[src/hw/rtl/mtg_pkg.sv]
// shared constants, item types and helpers for the twister generator
// no dependencies
`timescale 1ns / 1ps
package mtg_pkg;

   localparam int STATE_WORDS = 624;
   localparam int TAP_OFFSET  = 397;
   localparam int KEY_DEPTH   = 64;

   localparam int SW_AW     = $clog2(STATE_WORDS);
   localparam int IDX_W     = $clog2(STATE_WORDS + 1);
   localparam int KEY_AW    = (KEY_DEPTH > 1) ? $clog2(KEY_DEPTH) : 1;
   localparam int KEY_CNT_W = $clog2(KEY_DEPTH + 1);
   localparam int PASS1_MAX = (KEY_DEPTH > STATE_WORDS) ? KEY_DEPTH : STATE_WORDS;
   localparam int CNT_W     = $clog2(PASS1_MAX + 1);

   localparam logic [31:0] MT_MATRIX    = 32'h9908_b0df;
   localparam logic [31:0] MT_UPPER     = 32'h8000_0000;
   localparam logic [31:0] ARRAY_SEED   = 32'd19650218;
   localparam logic [31:0] MUL_PASS1    = 32'd1664525;
   localparam logic [31:0] MUL_PASS2    = 32'd1566083941;
   localparam logic [31:0] MUL_SEED     = 32'd1812433253;
   localparam logic [31:0] TEMPER_B     = 32'h9d2c_5680;
   localparam logic [31:0] TEMPER_C     = 32'hefc6_0000;
   localparam logic [31:0] DEFAULT_SEED = 32'd5489;

   localparam logic [1:0] REQ_RESEED = 2'd0;
   localparam logic [1:0] REQ_KEY    = 2'd1;
   localparam logic [1:0] REQ_DRAW   = 2'd2;

   typedef struct packed {
      logic [1:0]  req_type;
      logic [31:0] seed_word;
      logic        key_last;
   } req_item_type;

   typedef struct packed {
      logic [31:0] random_word;
      logic        auto_seeded;
   } rsp_item_type;

   // fold used by every seeding recurrence
   function automatic logic [31:0] mix30(input logic [31:0] p);
      return p ^ (p >> 30);
   endfunction

endpackage

[src/hw/rtl/mtg_temper.sv]
// output tempering of one state word
// depends on mtg_pkg
`timescale 1ns / 1ps
module mtg_temper (
   input  logic [31:0] word,
   output logic [31:0] tempered
);
   import mtg_pkg::*;

   logic [31:0] t1, t2, t3;

   always_comb begin
      t1 = word ^ (word >> 11);
      t2 = t1 ^ ((t1 << 7) & TEMPER_B);
      t3 = t2 ^ ((t2 << 15) & TEMPER_C);
      tempered = t3 ^ (t3 >> 18);
   end
endmodule

[config.mk]
export PLATFORM = sky130hd
export DESIGN_NAME = mtg_temper
export DESIGN_NICKNAME = d
export VERILOG_FILES = /design/src/hw/rtl/mtg_pkg.sv /design/src/hw/rtl/mtg_temper.sv
export SDC_FILE = /design/constraint.sdc
export NUM_CORES = 1
export LEC_CHECK = 0
export BUFFER_PORTS_ARGS = -buffer_cell sky130_fd_sc_hd__buf_2
export CAP_MARGIN = 20
export CORE_ASPECT_RATIO = 1.4
export CORE_MARGIN = 4
export CORE_UTILIZATION = 30
export DETAILED_ROUTE_END_ITERATION = 16
export PLACE_DENSITY = 0.7
export SLEW_MARGIN = 40
export SYNTH_ARGS = -nofsm -noshare
export SYNTH_HDL_FRONTEND = slang
export SYNTH_SLANG_ARGS = --single-unit
[constraint.sdc]
create_clock -name vclk -period 0.83
set_input_delay 0.0415 -clock vclk [all_inputs]
set_output_delay 0.0415 -clock vclk [all_outputs]
set_load 0.1 [all_outputs]
==> results_dict.tcl, run 1 <==
set metrics [dict create \
    io_buffers 64 \
    syn_avg_cell_area_um2 11.1 \
    row_count 19 \
    ys.warnings.count 0 \
    synth_cells 57 \
    die_w_um 46.9 \
    die_h_um 62.4 \
    synth_area_um2 634 \
    gp_congestion 0.722 \
    failed_stage "3_5_place_dp" \
    initial_core_util_pct 31.8 \
    status "did not finish" \
    firstError "[ERROR DPL-0038] Utilization greater than 100%, impossible to legalize" \
    seq_area_frac_synth_pct 0 \
    yosysUniqueCellTypes 6 \
    ios 64 \
    syn_nets 89 \
]
==> cell usage after synthesis (all sizes together) <==
library cell / count / area share (%)
xnor2: 36 / 54
xor3: 1 / 3.7
xnor3: 6 / 21
xor2: 14 / 21
==> cells by family after synthesis <==
group | after synthesis | share of synthesized area, %
xor gates and xnor gates | 57 | 100
==> stage by stage <==
step                    TNS [ns]  worst slack (ns)  instances  cell area [µm²]  hold slack (ns)
after global placement     -9.99            -0.513        178             2430            0.554
after floorplan           -15.47             -1.04         57             1300            0.279
==> run 2: changes to the inputs <==
CORE_AREA = 4 4 65 67   (was not set)
CORE_ASPECT_RATIO = not set   (was 1.4)
CORE_MARGIN = not set   (was 4)
CORE_UTILIZATION = not set   (was 30)
DIE_AREA = 0 0 69 71   (was not set)
PLACE_DENSITY = not set   (was 0.7)
PLACE_DENSITY_LB_ADDON = 0.15   (was not set)
clock period = 1.1 ns   (was 0.83 ns; I/O delays follow)
==> results_dict.tcl, run 2 <==
set metrics [dict create \
    cp_num_buf_inv 2 \
    area_growth_pct 311 \
    worstMarginPinSlew_ns 0.447 \
    path_cells "buf_6, xnor3_2, xnor2_2, xnor2_4, buf_12" \
    initial_core_util_pct 17.5 \
    seq_area_frac_synth_pct 0 \
    route.vias.total 770 \
    row_count 22 \
    dpl_cell_area_mm2 0.00235 \
    crit_slowest_cell "xnor3_2" \
    grt_pass1_wl_um 4260 \
    io_buffers 64 \
    violations "negative setup slack" \
    rsz0062_at_grt "yes" \
    endpoint_kind "primary output" \
    synth_compound_gate_area_share_pct 0 \
    holdCritPathClass "input pin to primary output" \
    critPathKind "input pin to primary output" \
    grtUsageTotal_pct 10.4 \
    synth_xor_xnor_area_share_pct 100 \
    die_h_um 71 \
    drcViolationCount 0 \
    yosys.area_share.simple_pct 0 \
    p_leak_nw 1.14 \
    gp_congestion 0.705 \
    dp_slack_ns -0.313 \
    grt_max_degree 5 \
    grt_pass1_vias 884 \
    drv_slew 0 \
    ios 64 \
    post-route-min-period_ns 1.28 \
    p_per_area_mw_per_mm2 2030 \
    cts_hold_buffers 0 \
    synthMuxAreaShare_pct 0 \
    synth_common_cells "32 x xnor2_1, 13 x xor2_1, 6 x xnor3_1, 4 x xnor2_2" \
    synthAdderAreaFrac_pct 0 \
    syn_nets 89 \
    ys.warnings.count 0 \
    ir_drop_mv 1.51 \
    yosys.area.top_type "xnor2_1" \
    antenna_found_initial 0 \
    period_share_pct 117 \
    drt-initial-drc-count 5 \
    core_area_mm2 0.00363 \
    post-synth-top-count-cell "xnor2_1" \
    netlist.area_leader.share_pct 44.2 \
    wl_um 2430 \
    cp.required_ns 1.04 \
    cap_violations 0 \
    arrival_ns 1.23 \
    seqCellArea_um2 0 \
    setup_viol 16 \
    n_clock_buffer 0 \
    hold_slack_ns 0.511 \
    hold_viol_final 0 \
    layout_common_cells "36 x buf_12, 24 x xnor2_4, 22 x buf_4" \
    drt_first_pass_iters 2 \
    ant_nets 0 \
    synth_top_family_by_area "XOR/XNOR gates" \
    yosysUniqueCellTypes 6 \
    max_stage_delay_ns 0.47 \
    n_antenna_cell 0 \
    routed_via_density 3.77 \
    num-fill-cells 253 \
    layout_setup_ws_ns -0.184 \
    synth_area_um2 634 \
    multi_input_area_mm2 0.00130 \
    die_w_um 69 \
    dp_hpwl_um 2290 \
    seq_cells 0 \
    relSlewSlack_pct 70.0 \
    drive_gt1_share_pct 94.9 \
    wl_per_cell_um 11.9 \
    syn_avg_cell_area_um2 11.1 \
    final_common_cell "buf_12" \
    fin_area_mm2 0.00261 \
    num-nets-final 190 \
    critPathMaxFanout 2 \
    fmax_mhz 779 \
    crit_family "XOR/XNOR gates" \
    yosys-top-cells-area "xnor2_1 44%, xnor3_1 21%, xor2_1 18%" \
    grt_overflow_total 0 \
    status "finished with violations" \
    die_area_mm2 0.00490 \
    startpoint_type "input pin" \
    synth_cells 57 \
]
[run 2: where the power goes]
part / total, mW / leakage, nW / internal (mW) / switching, mW
Combinational: 5.29 / 1.14 / 2.17 / 3.12
Clock: 0 / 0 / 0 / 0
Sequential: 0 / 0 / 0 / 0
[run 2: layer usage]
metal	vias to the layer above	track usage, %	wire length (µm)
li1	368	-	-
met1	366	11.0	700
met2	36	21.7	1530
met3	0	2.41	203
met4	0	0	0
met5	-	0	0
[run 2: timing repair]
action | 4_1_cts | 5_1_grt
gates resized for setup | 43 | 16
pin swaps | 18 | 8
buffers inserted | 3 | 1
setup endpoints to repair | 20 | 23
[run 2: final timing paths]
kind	startpoint	endpoint	slack [ns]	depth (start not counted)
hold / removal	word[24]	tempered[31]	0.51	3
setup / recovery	word[13]	tempered[9]	-0.18	5
[run 2: logic make-up (layout without fill, tap and decap cells)]
group                     count (synthesis)  count (layout)
xor gates and xnor gates                 57              57
buffers and inverters                     0              99
[run 2: layout make-up]
type / count / share of cell area (%)
Multi-Input combinational cell: 57 / 49.9
Tap cell: 48 / 2.30
Timing Repair Buffer: 99 / 47.8
[run 2: stage by stage]
stage	power (mW)	utilization, %	instances	setup TNS (ns)
2_1_floorplan	3.36	-	57	-9.81
3_3_place_gp	5.03	64.6	201	-3.66
3_5_place_dp	5.08	64.6	201	-4.07
4_1_cts	5.28	70.2	204	-2.30
5_1_grt	5.43	71.8	204	-2.58
6_report	5.29	71.8	204	-1.95
Note: power is estimated with default switching activity, not from simulation.
